[src/rtl/core/cca_pkg.sv]
// shared types and constants for the cluster chain allocator
`timescale 1ns / 1ps

package cca_pkg;

  localparam int CMD_W    = 3;
  localparam int IDX_W    = 10;
  localparam int ENTRY_W  = IDX_W + 1;
  localparam int CUR_W    = IDX_W + 1;
  localparam int STATUS_W = 2;

  localparam logic [CMD_W-1:0] CMD_ALLOC  = 3'd0;
  localparam logic [CMD_W-1:0] CMD_LINK   = 3'd1;
  localparam logic [CMD_W-1:0] CMD_FREE   = 3'd2;
  localparam logic [CMD_W-1:0] CMD_QUERY  = 3'd3;
  localparam logic [CMD_W-1:0] CMD_FORMAT = 3'd4;

  localparam logic [STATUS_W-1:0] ST_OK     = 2'd0;
  localparam logic [STATUS_W-1:0] ST_FULL   = 2'd1;
  localparam logic [STATUS_W-1:0] ST_BROKEN = 2'd2;

  localparam int FREE_BIT = IDX_W;

  localparam logic [ENTRY_W-1:0] FREE_ENTRY = 11'h400;
  localparam logic [ENTRY_W-1:0] END_ENTRY  = 11'h000;

  typedef struct packed {
    logic               rd_en;
    logic [IDX_W-1:0]   rd_addr;
    logic               wr_en;
    logic [IDX_W-1:0]   wr_addr;
    logic [ENTRY_W-1:0] wr_data;
  } mem_req_t;

  typedef struct packed {
    logic [STATUS_W-1:0] status;
    logic [IDX_W-1:0]    cluster;
    logic                efree;
    logic                eend;
  } res_t;

endpackage

[src/rtl/core/cca_out.sv]
// result register on the output channel
`timescale 1ns / 1ps

module cca_out
  import cca_pkg::*;
(
  input  logic                clk,
  input  logic                rst_n,
  input  logic                res_valid,
  input  res_t                res,
  output logic                res_ready,
  output logic                out_valid,
  input  logic                out_stall,
  output logic [STATUS_W-1:0] out_status,
  output logic [IDX_W-1:0]    out_cluster_out,
  output logic                out_entry_free,
  output logic                out_entry_end
);

  logic out_valid_r;
  res_t res_r;

  assign res_ready = !out_valid_r || !out_stall;

  always_ff @(posedge clk) begin
    if (!rst_n) begin
      out_valid_r <= 1'b0;
    end else if (res_ready) begin
      out_valid_r <= res_valid;
    end
  end

  always_ff @(posedge clk) begin
    if (res_ready && res_valid) begin
      res_r <= res;
    end
  end

  assign out_valid       = out_valid_r;
  assign out_status      = res_r.status;
  assign out_cluster_out = res_r.cluster;
  assign out_entry_free  = res_r.efree;
  assign out_entry_end   = res_r.eend;

endmodule

[config.mk]
export PLATFORM = sky130hd
export DESIGN_NAME = cca_out
export DESIGN_NICKNAME = d
export VERILOG_FILES = /design/src/rtl/core/cca_pkg.sv /design/src/rtl/core/cca_out.sv
export SDC_FILE = /design/constraint.sdc
export NUM_CORES = 1
export LEC_CHECK = 0
export BUFFER_PORTS_ARGS = -buffer_cell sky130_fd_sc_hd__clkbuf_2
export CORE_AREA = 2 2 39 41
export CTS_CLUSTER_SIZE = 25
export DETAILED_ROUTE_END_ITERATION = 10
export DIE_AREA = 0 0 41 43
export PLACE_DENSITY = 0.7
export SLEW_MARGIN = 10
export SYNTH_ARGS = -nofsm -noshare
export SYNTH_HDL_FRONTEND = slang
export SYNTH_SLANG_ARGS = --single-unit
[constraint.sdc]
create_clock -name clk -period 1.2 [get_ports clk]
set_input_delay 0.06 -clock clk [delete_from_list [all_inputs] [get_ports clk]]
set_output_delay 0.06 -clock clk [all_outputs]
set_load 0.01 [all_outputs]
### Yosys cells after proc, flatten, opt, wreduce, memory -nomap -nowiden

Index checks and enable logic that the tools add are counted.

* word-level logic and storage cells: 9
* input port bits: 18
* bits in registers: 15
* output and inout bits: 16

* reduce and logical (&&, ||, !) cells: 4

Operators with widths (number)
* zero test 1 bit: 2
* logical AND 1 bit: 1
* logical OR 1 bit: 1

### Depth between registers and ports, before layout

* word-level depth: 3
* gate-level depth with buffers: 2
* gate-level depth less buffers: 2

### Least setup slack after synthesis

No wires, ideal clock.

* path kind: reg-to-reg
* start point: register out_valid_r, in the netlist out_valid
* end point: register res_r (netlist bit out_cluster_out[0]) (enable)
* data required time: 0.833 ns
* setup time: 0.367 ns
* cell stages (with the launch flop): 3
* path slack: -0.042 ns
* period minus slack after synthesis: 1.242 ns
* arrival time: 0.876 ns
* buffers on the path: 0
* cells stage by stage: dfxtp_1 -> nand2_1 -> and2_1

* word-level cells in the longest chain between the ends: 3

Ends and longest elaborated chain
* from (decl): RTL line cca_out.sv:20 `logic out_valid_r;`
* from (signal assigned): RTL line cca_out.sv:29 `out_valid_r <= res_valid;`
* zero test 1 bit: RTL line cca_out.sv:23 `assign res_ready = !out_valid_r || !out_stall;`
* logical OR 1 bit: RTL line cca_out.sv:23
* via res_ready: RTL line cca_out.sv:11 `output logic res_ready,`
* logical AND 1 bit: RTL line cca_out.sv:34 `if (res_ready && res_valid) begin`
* to (signal assigned): RTL line cca_out.sv:35 `res_r <= res;`
* to (decl): RTL line cca_out.sv:21 `res_t res_r;`

The timed path passes the listed nets, and every way through them passes these cells.
A chain may end at the register's enable or synchronous reset.

### Worst setup path in the final report

* start point: register out_valid_r, in the netlist out_valid
* end point: register res_r (netlist bit out_cluster_out[1]) (enable)

* word-level cells in the longest chain between the ends: 3

Ends and longest elaborated chain (RTL line)
* zero test 1 bit: cca_out.sv:23
* logical OR 1 bit: cca_out.sv:23
* logical AND 1 bit: cca_out.sv:34

No other way between the ends.

==> results.cfg <==
[placement]
post-place-cells = 68
gp_congestion = 0.627
io_buffer_count = 33

[pwr]
p_leak_nw = 0.369
cellPowerDensity_mw_per_mm2 = 1220
peakVddDrop_v = 0.000646

[clocking]
cts.sinks = 15
h-tree-depth = 1
tritoncts = yes
clk_latency_ns = 0.27
cts_root_buf = clkbuf_4
cts_buffer_depth = 2
cts_setup_buffers = 0
clkSlewWorstSetupHoldPaths_ns = 0.08
cts_buffers = 3

[global_route]
antenna_found_initial = 0
grt_overflow = 0
gr-usage-met2_pct = 23.1
grt_util_met1_pct = 14.2
grt_most_used_layer = met2
grt_usage_pct = 13.3
grt_pass1_vias = 394
grt_pass1_wl_mm = 1.50
grt_use_met3_pct = 3.14
grt_max_degree = 15

[routing]
avgRoutedWirePerCell_um = 12.0
firstDrtPassIters = 1
routed_wl_mm = 1.04
via_per_inst = 4.22
ant_nets = 0
drc_errors = 0
num_vias = 367
drtIter0Drc = 0

[critical_path]
required_ns = 1.15
worstPathArrival_ns = 1.03
path_cells = nand2_1, and2_2
startpoint_type = flop
cp_slowest_cell = and2_2
path_delay_family = simple AND/OR/NAND/NOR gates
crit_buf_inv = 0
critPathMaxStageDelay_ns = 0.34
endpoint_kind = flop
worstPathMaxFanout = 14
worstSetupPathType = flop to flop

[floorplan]
core_area_mm2 = 0.00138
die_w_um = 41
initial_core_util_pct = 33.4
pin_count = 34
num_rows = 14
die_h_um = 43
die_area_mm2 = 0.00176

[cells_and_area]
drive_above_1_share_pct = 53.5
nets = 90
syn2layout_area_growth_pct = 78.9
fin_cells = 87
num_antenna_cells = 0

[synthesis]
ys_seq_area_share_pct = 95.4
synth-edff-count = 14
syn_inst = 19
syn_area_per_cell_um2 = 24.3
syn-num-nets = 37
yosysTopAreaCellShare_pct = 91.1
synth.area.top_cells = edfxtp_1, dfxtp_1, and2_1
yosysWarningCount = 0
ys_async_sr_fraction_pct = 0
synth.most_common_cell = edfxtp_1
yosys_register_bits = 15
synthFlopType = edfxtp_1
yosysUniqueCellTypes = 6
syn_area_um2 = 462
yosysTopAreaCell = edfxtp_1

[sta]
rsz0062_at_grt = false
finalCriticalPeriod_ns = 1.09
hold_viol = 0
fin_skew_ns = 0.00447
maxSlewHeadroom_pct = 79.3
setup_viol = 0
finalHoldWorstSlack_ns = 0.0327
tns_ns = 0
tightestPinTransition_ns = 0.311
post-route-period-util_pct = 90.5
max_clock_freq_mhz = 920
slew_viol_final = 0

[flow_run]
maxCapViolCount = 0

[min_path]
min_path_type = primary input to flop

[status]
status = completed
[through the flow]
step	total power [mW]	cell area, µm²	util, %	setup slack, ns
2_1_floorplan	0.658	463	-	0.117
3_3_place_gp	0.716	648	46.8	0.174
3_5_place_dp	0.719	648	46.8	0.126
4_1_cts	1.03	826	59.7	0.0990
5_1_grt	1.06	826	59.7	0.0497
6_report	1.01	826	59.7	0.113
[metal layers]
| layer | wire length, µm | vias up |
|---|---|---|
| met1 | 420 | 157 |
| met3 | 112 | 2 |
| met5 | 0 | - |
| met4 | 8 | 0 |
| met2 | 501 | 32 |
| li1 | - | 176 |
[what timing repair did]
action                                 4_1_cts  5_1_grt
gates resized for setup                      0        0
endpoints found under the hold margin       15        0
hold buffers                                15        0
[power by group]
part	total, mW	leakage (nW)	switching [mW]	internal, mW
Combinational	0.127	0.208	0.0538	0.0735
Clock	0.267	0.0177	0.144	0.123
Sequential	0.617	0.144	0.00936	0.607
Total	1.01	0.369	0.207	0.804
[sequential cells by signal, indices dropped and copies added, names as in the netlist]
| signal | cells |
|---|---|
| out_entry_end | 1 |
| out_status | 2 |
| out_entry_free | 1 |
| out_valid | 1 |
| out_cluster_out | 10 |
[path summary, 6_finish.rpt]
check                  from  slack (ns)            endpoint  depth (start not counted)
hold / removal    res_valid        0.03           out_valid                          3
hold reg to reg   out_valid        0.55           out_valid                          2
setup / recovery  out_valid        0.11  out_cluster_out[1]                          2
setup reg to reg  out_valid        0.11  out_cluster_out[1]                          2
[area by class of cell]
type / count / area (µm²)
multi-input combinational: 4 / 22.5
fill: 104 / 558
tap: 16 / 20.0
sequential: 15 / 440
timing repair buffer: 48 / 315
clock buffer: 3 / 22.5
clock inverter: 1 / 5.00
[cells in the final DEF, fill, tap and decap left out]
master | netlist | layout
a21oi_1 | 1 | 1
and2_2 | 0 | 1
clkbuf_2 | 0 | 33
clkbuf_4 | 0 | 3
clkinv_2 | 0 | 1
dfxtp_1 | 1 | 1
dlygate4sd3_1 | 0 | 15
edfxtp_1 | 14 | 14
nand2_1 | 1 | 1
nor2b_1 | 1 | 1
[worst min-delay path, delay by kind of cell]
| family | cells | cell delay (ns) |
|---|---|---|
| buf+inv | 1 | 0.08 |
| compound gates | 1 | 0.03 |
| simple gates | 1 | 0.09 |
[cell families (layout without fill, tap and decap cells)]
kind of cell,after synthesis,in the layout,synth area share [%]
flops,15,15,95.4
simple gates,3,3,3.52
compound gates,1,1,1.08
buf+inv,0,52,0
No activity file was read; power rests on OpenSTA's default activity.
