## src/rtl/core/cca_pkg.sv

```systemverilog
// shared types and constants for the cluster chain allocator
`timescale 1ns / 1ps

package cca_pkg;

  localparam int CMD_W    = 3;
  localparam int IDX_W    = 10;
  localparam int ENTRY_W  = IDX_W + 1;
  localparam int CUR_W    = IDX_W + 1;
  localparam int STATUS_W = 2;

  localparam logic [CMD_W-1:0] CMD_ALLOC  = 3'd0;
  localparam logic [CMD_W-1:0] CMD_LINK   = 3'd1;
  localparam logic [CMD_W-1:0] CMD_FREE   = 3'd2;
  localparam logic [CMD_W-1:0] CMD_QUERY  = 3'd3;
  localparam logic [CMD_W-1:0] CMD_FORMAT = 3'd4;

  localparam logic [STATUS_W-1:0] ST_OK     = 2'd0;
  localparam logic [STATUS_W-1:0] ST_FULL   = 2'd1;
  localparam logic [STATUS_W-1:0] ST_BROKEN = 2'd2;

  localparam int FREE_BIT = IDX_W;

  localparam logic [ENTRY_W-1:0] FREE_ENTRY = 11'h400;
  localparam logic [ENTRY_W-1:0] END_ENTRY  = 11'h000;

  typedef struct packed {
    logic               rd_en;
    logic [IDX_W-1:0]   rd_addr;
    logic               wr_en;
    logic [IDX_W-1:0]   wr_addr;
    logic [ENTRY_W-1:0] wr_data;
  } mem_req_t;

  typedef struct packed {
    logic [STATUS_W-1:0] status;
    logic [IDX_W-1:0]    cluster;
    logic                efree;
    logic                eend;
  } res_t;

endpackage

```

## src/rtl/core/cca_ctrl.sv

```systemverilog
// command sequencer: scan, chain walk, query, link and sweeps over the table
`timescale 1ns / 1ps

module cca_ctrl
  import cca_pkg::*;
#(
  parameter int DEPTH = 1024
) (
  input  logic               clk,
  input  logic               rst_n,
  input  logic               in_valid,
  output logic               in_stall,
  input  logic [CMD_W-1:0]   in_command,
  input  logic [IDX_W-1:0]   in_cluster_index,
  input  logic [IDX_W-1:0]   in_next_index,
  output mem_req_t           mem_req,
  input  logic [ENTRY_W-1:0] rd_data,
  output logic               res_valid,
  output res_t               res,
  input  logic               res_ready
);

  localparam logic [2:0] S_INIT = 3'd0;
  localparam logic [2:0] S_IDLE = 3'd1;
  localparam logic [2:0] S_RD   = 3'd2;
  localparam logic [2:0] S_CK   = 3'd3;
  localparam logic [2:0] S_FMT  = 3'd4;
  localparam logic [2:0] S_RESP = 3'd5;

  localparam logic [CUR_W-1:0] DEPTH_C = CUR_W'(DEPTH);
  localparam logic [CUR_W-1:0] LAST_C  = CUR_W'(DEPTH - 1);

  logic [2:0]       state_r, state_nxt;
  logic [CMD_W-1:0] cmd_r, cmd_nxt;
  logic [CUR_W-1:0] cur_r, cur_nxt;
  logic [CUR_W-1:0] low_r, low_nxt;
  res_t             res_r, res_nxt;

  logic               cur_in_rng;
  logic [ENTRY_W-1:0] entry;
  logic [IDX_W-1:0]   entry_next;

  assign cur_in_rng = cur_r < DEPTH_C;
  assign entry      = cur_in_rng ? rd_data : END_ENTRY;
  assign entry_next = entry[IDX_W-1:0];

  always_comb begin
    state_nxt = state_r;
    cmd_nxt   = cmd_r;
    cur_nxt   = cur_r;
    low_nxt   = low_r;
    res_nxt   = res_r;
    mem_req   = '0;

    unique case (state_r)
      S_INIT: begin
        mem_req.wr_en   = 1'b1;
        mem_req.wr_addr = cur_r[IDX_W-1:0];
        mem_req.wr_data = (cur_r == '0) ? END_ENTRY : FREE_ENTRY;
        if (cur_r == LAST_C) begin
          low_nxt   = CUR_W'(1);
          cur_nxt   = '0;
          state_nxt = S_IDLE;
        end else begin
          cur_nxt = cur_r + CUR_W'(1);
        end
      end
      S_IDLE: begin
        if (in_valid) begin
          cmd_nxt = in_command;
          cur_nxt = {1'b0, in_cluster_index};
          res_nxt = '0;
          unique case (in_command) inside
            CMD_ALLOC: begin
              cur_nxt   = low_r;
              state_nxt = S_RD;
            end
            CMD_LINK: begin
              if ({1'b0, in_cluster_index} < DEPTH_C) begin
                mem_req.wr_en   = 1'b1;
                mem_req.wr_addr = in_cluster_index;
                mem_req.wr_data = {1'b0, in_next_index};
              end
              state_nxt = S_RESP;
            end
            CMD_FREE, CMD_QUERY: begin
              state_nxt = S_RD;
            end
            CMD_FORMAT: begin
              cur_nxt   = '0;
              state_nxt = S_FMT;
            end
            default: begin
              state_nxt = S_RESP;
            end
          endcase
        end
      end
      S_RD: begin
        mem_req.rd_en   = cur_in_rng;
        mem_req.rd_addr = cur_r[IDX_W-1:0];
        state_nxt       = S_CK;
      end
      S_CK: begin
        unique case (cmd_r)
          CMD_ALLOC: begin
            if (!cur_in_rng) begin
              res_nxt.status = ST_FULL;
              low_nxt        = DEPTH_C;
              state_nxt      = S_RESP;
            end else if (entry[FREE_BIT]) begin
              mem_req.wr_en   = 1'b1;
              mem_req.wr_addr = cur_r[IDX_W-1:0];
              mem_req.wr_data = END_ENTRY;
              res_nxt.status  = ST_OK;
              res_nxt.cluster = cur_r[IDX_W-1:0];
              low_nxt         = cur_r + CUR_W'(1);
              state_nxt       = S_RESP;
            end else begin
              cur_nxt   = cur_r + CUR_W'(1);
              state_nxt = S_RD;
            end
          end
          CMD_FREE: begin
            if (!cur_in_rng) begin
              state_nxt = S_RESP;
            end else if (entry[FREE_BIT]) begin
              res_nxt.status = ST_BROKEN;
              state_nxt      = S_RESP;
            end else begin
              mem_req.wr_en   = 1'b1;
              mem_req.wr_addr = cur_r[IDX_W-1:0];
              mem_req.wr_data = FREE_ENTRY;
              if (cur_r < low_r) begin
                low_nxt = cur_r;
              end
              if (entry_next == '0) begin
                state_nxt = S_RESP;
              end else begin
                cur_nxt   = {1'b0, entry_next};
                state_nxt = S_RD;
              end
            end
          end
          CMD_QUERY: begin
            if (entry[FREE_BIT]) begin
              res_nxt.efree = 1'b1;
            end else begin
              res_nxt.cluster = entry_next;
              res_nxt.eend    = (entry_next == '0);
            end
            state_nxt = S_RESP;
          end
          default: begin
            state_nxt = S_RESP;
          end
        endcase
      end
      S_FMT: begin
        mem_req.wr_en   = 1'b1;
        mem_req.wr_addr = cur_r[IDX_W-1:0];
        mem_req.wr_data = FREE_ENTRY;
        if (cur_r == LAST_C) begin
          low_nxt   = '0;
          state_nxt = S_RESP;
        end else begin
          cur_nxt = cur_r + CUR_W'(1);
        end
      end
      S_RESP: begin
        if (res_ready) begin
          state_nxt = S_IDLE;
        end
      end
      default: begin
        state_nxt = S_IDLE;
      end
    endcase
  end

  always_ff @(posedge clk) begin
    if (!rst_n) begin
      state_r <= S_INIT;
      cur_r   <= '0;
      low_r   <= '0;
    end else begin
      state_r <= state_nxt;
      cur_r   <= cur_nxt;
      low_r   <= low_nxt;
    end
  end

  always_ff @(posedge clk) begin
    cmd_r <= cmd_nxt;
    res_r <= res_nxt;
  end

  assign in_stall  = (state_r != S_IDLE);
  assign res_valid = (state_r == S_RESP);
  assign res       = res_r;

endmodule

```

## config.mk

```make
export PLATFORM = sky130hd
export DESIGN_NAME = cca_ctrl
export DESIGN_NICKNAME = d
export VERILOG_FILES = /design/src/rtl/core/cca_pkg.sv /design/src/rtl/core/cca_ctrl.sv
export SDC_FILE = /design/constraint.sdc
export NUM_CORES = 1
export LEC_CHECK = 0
export BUFFER_PORTS_ARGS = -buffer_cell sky130_fd_sc_hd__buf_2
export CAP_MARGIN = 25
export CORE_MARGIN = 2
export CORE_UTILIZATION = 54
export CTS_BUF_LIST = sky130_fd_sc_hd__clkbuf_4 sky130_fd_sc_hd__clkbuf_8 sky130_fd_sc_hd__clkbuf_16
export DETAILED_ROUTE_END_ITERATION = 8
export PLACE_DENSITY_LB_ADDON = 0.25
export SETUP_SLACK_MARGIN = 0.1
export SYNTH_ARGS = -nofsm -noshare
export SYNTH_HDL_FRONTEND = slang
export SYNTH_SLANG_ARGS = --single-unit
```

## constraint.sdc

```tcl
create_clock -name clk -period 3.52 [get_ports clk]
set_input_delay 0.704 -clock clk [delete_from_list [all_inputs] [get_ports clk]]
set_output_delay 0.704 -clock clk [all_outputs]
set_load 0.02 [all_outputs]
```

# [Word level (Yosys, flattened, before mapping)]
# Index checks and enable logic that the tools add are counted.
[totals] ff_bits=42 latch_bits=0 ramBits=0 romBits=0 elab_cells=117 memories=0
[op_classes] addsub=1 mul=0 n_div=0 magnitude_cmp=2 eq_ne=33 shifts=0 n_mux=56 n_bitwise=0 reduce_logical=17
[op_table] cell="two-way mux 11 bit" n=18
[op_table] cell="two-way mux 22 bit" n=6
[op_table] cell="case mux 22 bit (4 select lines)" n=1
[op_table] cell="case mux 11 bit (2 select lines)" n=3
[op_table] cell="case mux 11 bit (4 select lines)" n=1
[op_table] cell="case mux 22 bit (2 select lines)" n=1
[op_table] cell="case mux 11 bit (3 select lines)" n=1
[op_table] cell="inequality test 3 bit (second input constant)" n=10
[op_table] cell="case mux 14 bit (2 select lines)" n=1
[op_table] cell="two-way mux 3 bit" n=9
[op_table] cell="two-way mux 10 bit" n=2
[op_table] cell="case mux 10 bit (2 select lines)" n=1
[op_table] cell="equality test 3 x 2 -> 1 bit (second input constant)" n=6
[op_table] cell="case mux 3 bit (6 select lines)" n=1
[op_table] cell="two-way mux 14 bit" n=1
[op_table] cell="inequality test 2 bit (second input constant)" n=7
[op_table] cell="two-way mux 12 bit" n=1
[op_table] cell="case mux 3 bit (2 select lines)" n=2
[op_table] cell="AND reduction 4 bit" n=3
[op_table] cell="AND reduction 6 bit" n=2
[op_table] cell="adder 11 x 1 -> 11 bit (second input constant)" n=1
[op_table] cell="equality test 11 x 10 -> 1 bit (second input constant)" n=1
[op_table] cell="zero test 11 bit" n=1
[op_table] cell="less-than comparator 11 bit" n=1
[op_table] cell="other kinds (19)" n=28

# [Longest topological paths before layout]
[logic_depth] ltp_word=8 ltp_mapped=9

# [Worst setup path before layout]
# OpenSTA, ideal clock, no wires.
[synth_path] path_kind="input to output" from="input in_valid" to="output mem_req[11] (netlist name)" arrival_ns=1.951 required_ns=2.816 slack_ns=0.865 stages=5 n_path_buf=1 cell_sequence="nand2b_1 or2_2 nor3b_1 clkbuf_1 a22o_1"
[synth_lines] item="start, declared" line="cca_ctrl.sv:11" source="input logic in_valid,"
[synth_lines] item="end, declared" line="cca_ctrl.sv:16" source="output mem_req_t mem_req,"

==> results_dict.tcl <==
set metrics [dict create \
    grt_pass1_vias 3198 \
    dieWidth_um 80.51 \
    detail-route-antenna-nets 0 \
    fin_nets 536 \
    route.detailed.drc 0 \
    path_buf_inv 2 \
    clkLatencyLatePin_ns 0.30 \
    fin_setup_tns_ns 0 \
    power_density_nw_per_um2 268.1 \
    antennaDiodeCount 0 \
    cp-endpoint "mem_req[12]" \
    pre_cts_ws_ns 0.4218 \
    row_count 27 \
    cts_tree "yes" \
    ctsHoldBuffers 0 \
    hp-start "low_r[2]$_SDFFE_PN0P_" \
    post_cts_resized 0 \
    cts_buffers 5 \
    setup_slack_ns 0.2855 \
    cp_slowest_stage_delay_ns 0.63 \
    crit_type "reg2out" \
    yosysWarningCount 0 \
    hp-class "reg2reg" \
    crit_slowest_cell "dfxtp_1" \
    synth_cell_types 56 \
    viasPerCell 6.330 \
    syn_area_um2 3161 \
    syn2layout_area_growth_pct 19.04 \
    fin_crit_sh_pct 91.89 \
    max_freq_mhz 309.2 \
    crit_chain "nand2b_1, or2_2, nor3b_4, buf_4, a22o_1, buf_2" \
    crit_start "state_r[0]$_SDFFE_PN0P_" \
    initial_utilization_pct 56.70 \
    die-area_um2 6481 \
    rsz0062_at_grt "false" \
    synth_seq_cells 42 \
    ir_drop_v 0.0001488 \
    status "completed" \
    p_clk_share_pct 39.0 \
    layout-drive-gt1-share_pct 23.05 \
    reg2reg_to "low_r[6]$_SDFFE_PN0P_" \
    grt_pass1_wl_um 15610 \
    arrival_ns 2.53 \
    coreArea_um2 5574 \
    num_io_pins 87 \
    power.internal_mw 0.7660 \
    root_buffer "clkbuf_8" \
    htreeDepth 2 \
    antenna_found_initial 0 \
    crit_cells 6 \
    p_leak_nw 1.632 \
    startpoint_type "flip-flop" \
    syn_inst 410 \
    postCtsSetupBuffers 0 \
    ff2ff_path_depth 7 \
    cts.sinks 42 \
    finalPower_mw 1.009 \
    die_y_um 80.51 \
    placed_cells_incl_taps 549 \
    crit_path_end_kind "primary output" \
    crit_fanout 16 \
    reg2reg_slack_ns 0.69 \
    routed_wl_um 9887 \
    firstDrtPassIters 7 \
    cts.path.max_buffers 2 \
    port_buffers 86 \
    synthFlopType "dfxtp_1" \
    synth_edf_count 17 \
    syn_avg_cell_area_um2 7.709 \
    relSlewSlack_pct 38.27 \
    cap_violations 0 \
    p_sw_share_pct 24.07 \
    tightest_slew_ns 0.9225 \
    slew_viol_final 0 \
    skew_ns 0.007311 \
    comb_power_share_pct 10.4 \
    layout.cells.non_filler 558 \
    overflow 0 \
    dp_hpwl_um 7110 \
    path_delay_family "simple AND/OR/NAND/NOR gates" \
    num_vias 3532 \
    grt_max_degree 23 \
    drt_iter0_markers 456 \
    switchingPower_mw 0.2429 \
    pwr-share-seq_pct 50.6 \
    crit-reg2reg-launch "cmd_r[2]$_DFFE_PP_" \
    synthArstFlopShare_pct 0 \
    avgRoutedWirePerCell_um 17.72 \
    synth_fp_nets 461 \
    synth_seq_area_share_pct 31.99 \
    grt_usage_pct 31.26 \
    layout_min_cycle_time_ns 3.234 \
    critPathRequiredTime_ns 2.82 \
    finalHoldViolCount 0 \
    setup_viol 0 \
    gp_congestion 0.9067 \
    path_clk_slew_ns 0.09 \
]
[per-layer routing]
metal / routed length (um) / up-vias / GRT usage (%)
li1: - / 1652 / -
met1: 4057 / 1644 / 41.30
met2: 4595 / 210 / 50.25
met3: 974 / 26 / 6.404
met4: 259 / 0 / 11.53
met5: 0 / - / 0
[cell usage after synthesis (all sizes together) (5+ instances only)]
cell	count	area share, %
clkbuf	22	2.6
a21oi	35	5.5
a21boi	5	1.2
a22o	15	4.2
o22ai	6	1.2
o21ai	20	3.2
nor2	31	3.7
inv	18	2.1
nor3	12	2.3
and2	19	3.8
a222oi	7	2.2
a31oi	7	1.4
nand3	17	2.7
nand2	60	7.1
mux2i	11	3.5
ha	13	5.1
buf	9	1.7
edfxtp	17	16
dfxtp	25	16
[stage by stage]
step                instance area, um^2  hold WS (ns)  util (%)
finish                             3762        0.4879     67.50
global route                       3762        0.5023     67.50
CTS                                3749        0.4883     67.25
detailed placement                 3638        0.4752     65.28
global placement                   3638        0.4626     65.28
floorplan                          3161        0.4506         -
[placed cells by master (no fill, tap or decap), types with 5 or more instances in the layout]
master	synthesis	routed
o21ai_0	18	18
a31oi_1	7	7
nor3_1	11	11
buf_2	5	86
nand3_1	17	17
nor2_1	31	31
edfxtp_1	17	17
dfxtp_1	25	25
a21oi_1	35	35
and2_1	19	19
inv_1	18	18
a222oi_1	7	7
clkbuf_8	0	5
a22o_1	15	15
nand2_1	60	60
buf_4	0	13
ha_1	13	13
o22ai_1	6	6
mux2i_1	11	11
[sequential cells by signal, summed over array words and instances (netlist names)]
name / cells
low_r: 11
res: 14
cur_r: 11
cmd_r: 3
state_r: 3
[how the worst min path moves through the flow]
| stage | cells after the start | slack, ns | to |
|---|---|---|---|
| finish | 2 | 0.49 | low_r[2]$_SDFFE_PN0P_ |
| floorplan | 2 | 0.45 | low_r[9]$_SDFFE_PN0P_ |
| CTS | 2 | 0.49 | low_r[10]$_SDFFE_PN0P_ |
| detailed placement | 2 | 0.48 | low_r[4]$_SDFFE_PN0P_ |
| global route | 2 | 0.50 | low_r[1]$_SDFFE_PN0P_ |
| global placement | 2 | 0.46 | low_r[9]$_SDFFE_PN0P_ |
[worst reg2reg max path, delay by kind of cell, from the launching register on]
family / cells / cell delay [ns]
mux: 1 / 0.13
compound gates: 3 / 0.72
buf+inv: 1 / 0.30
simple gates: 2 / 1.08
flops: 1 / 0.50
[kinds of logic (layout without fill, tap and decap cells)]
| logic type | after synthesis | in the layout | share of synthesized area (%) |
|---|---|---|---|
| flip-flops | 42 | 42 | 31.99 |
| multiplexers | 12 | 12 | 3.840 |
| adder cells (fa/ha/maj) | 13 | 13 | 5.147 |
| XOR/XNOR | 2 | 2 | 0.5543 |
| AND/OR/NAND/NOR | 169 | 169 | 26.05 |
| buffers and inverters | 51 | 127 | 6.730 |
| AO/OA/AOI/OAI | 121 | 121 | 25.69 |
[power groups by stage]
stage | logic [mW] | clock network (mW) | registers (mW)
floorplan | 0.0508 | 0 | 0.520
global placement | 0.0997 | 0 | 0.521
detailed placement | 0.102 | 0 | 0.521
CTS | 0.102 | 0.397 | 0.510
global route | 0.115 | 0.407 | 0.511
finish | 0.105 | 0.393 | 0.510
[area by class of cell]
| type | count | area (um^2) |
|---|---|---|
| Tap cell | 72 | 90.09 |
| Timing Repair Buffer | 99 | 528.0 |
| Clock inverter | 2 | 33.78 |
| Multi-Input combinational cell | 317 | 1948 |
| Fill cell | 496 | 1812 |
| Inverter | 20 | 75.07 |
| Sequential cell | 42 | 1011 |
| Clock buffer | 6 | 76.32 |
Power figures use the tool's default switching activity.
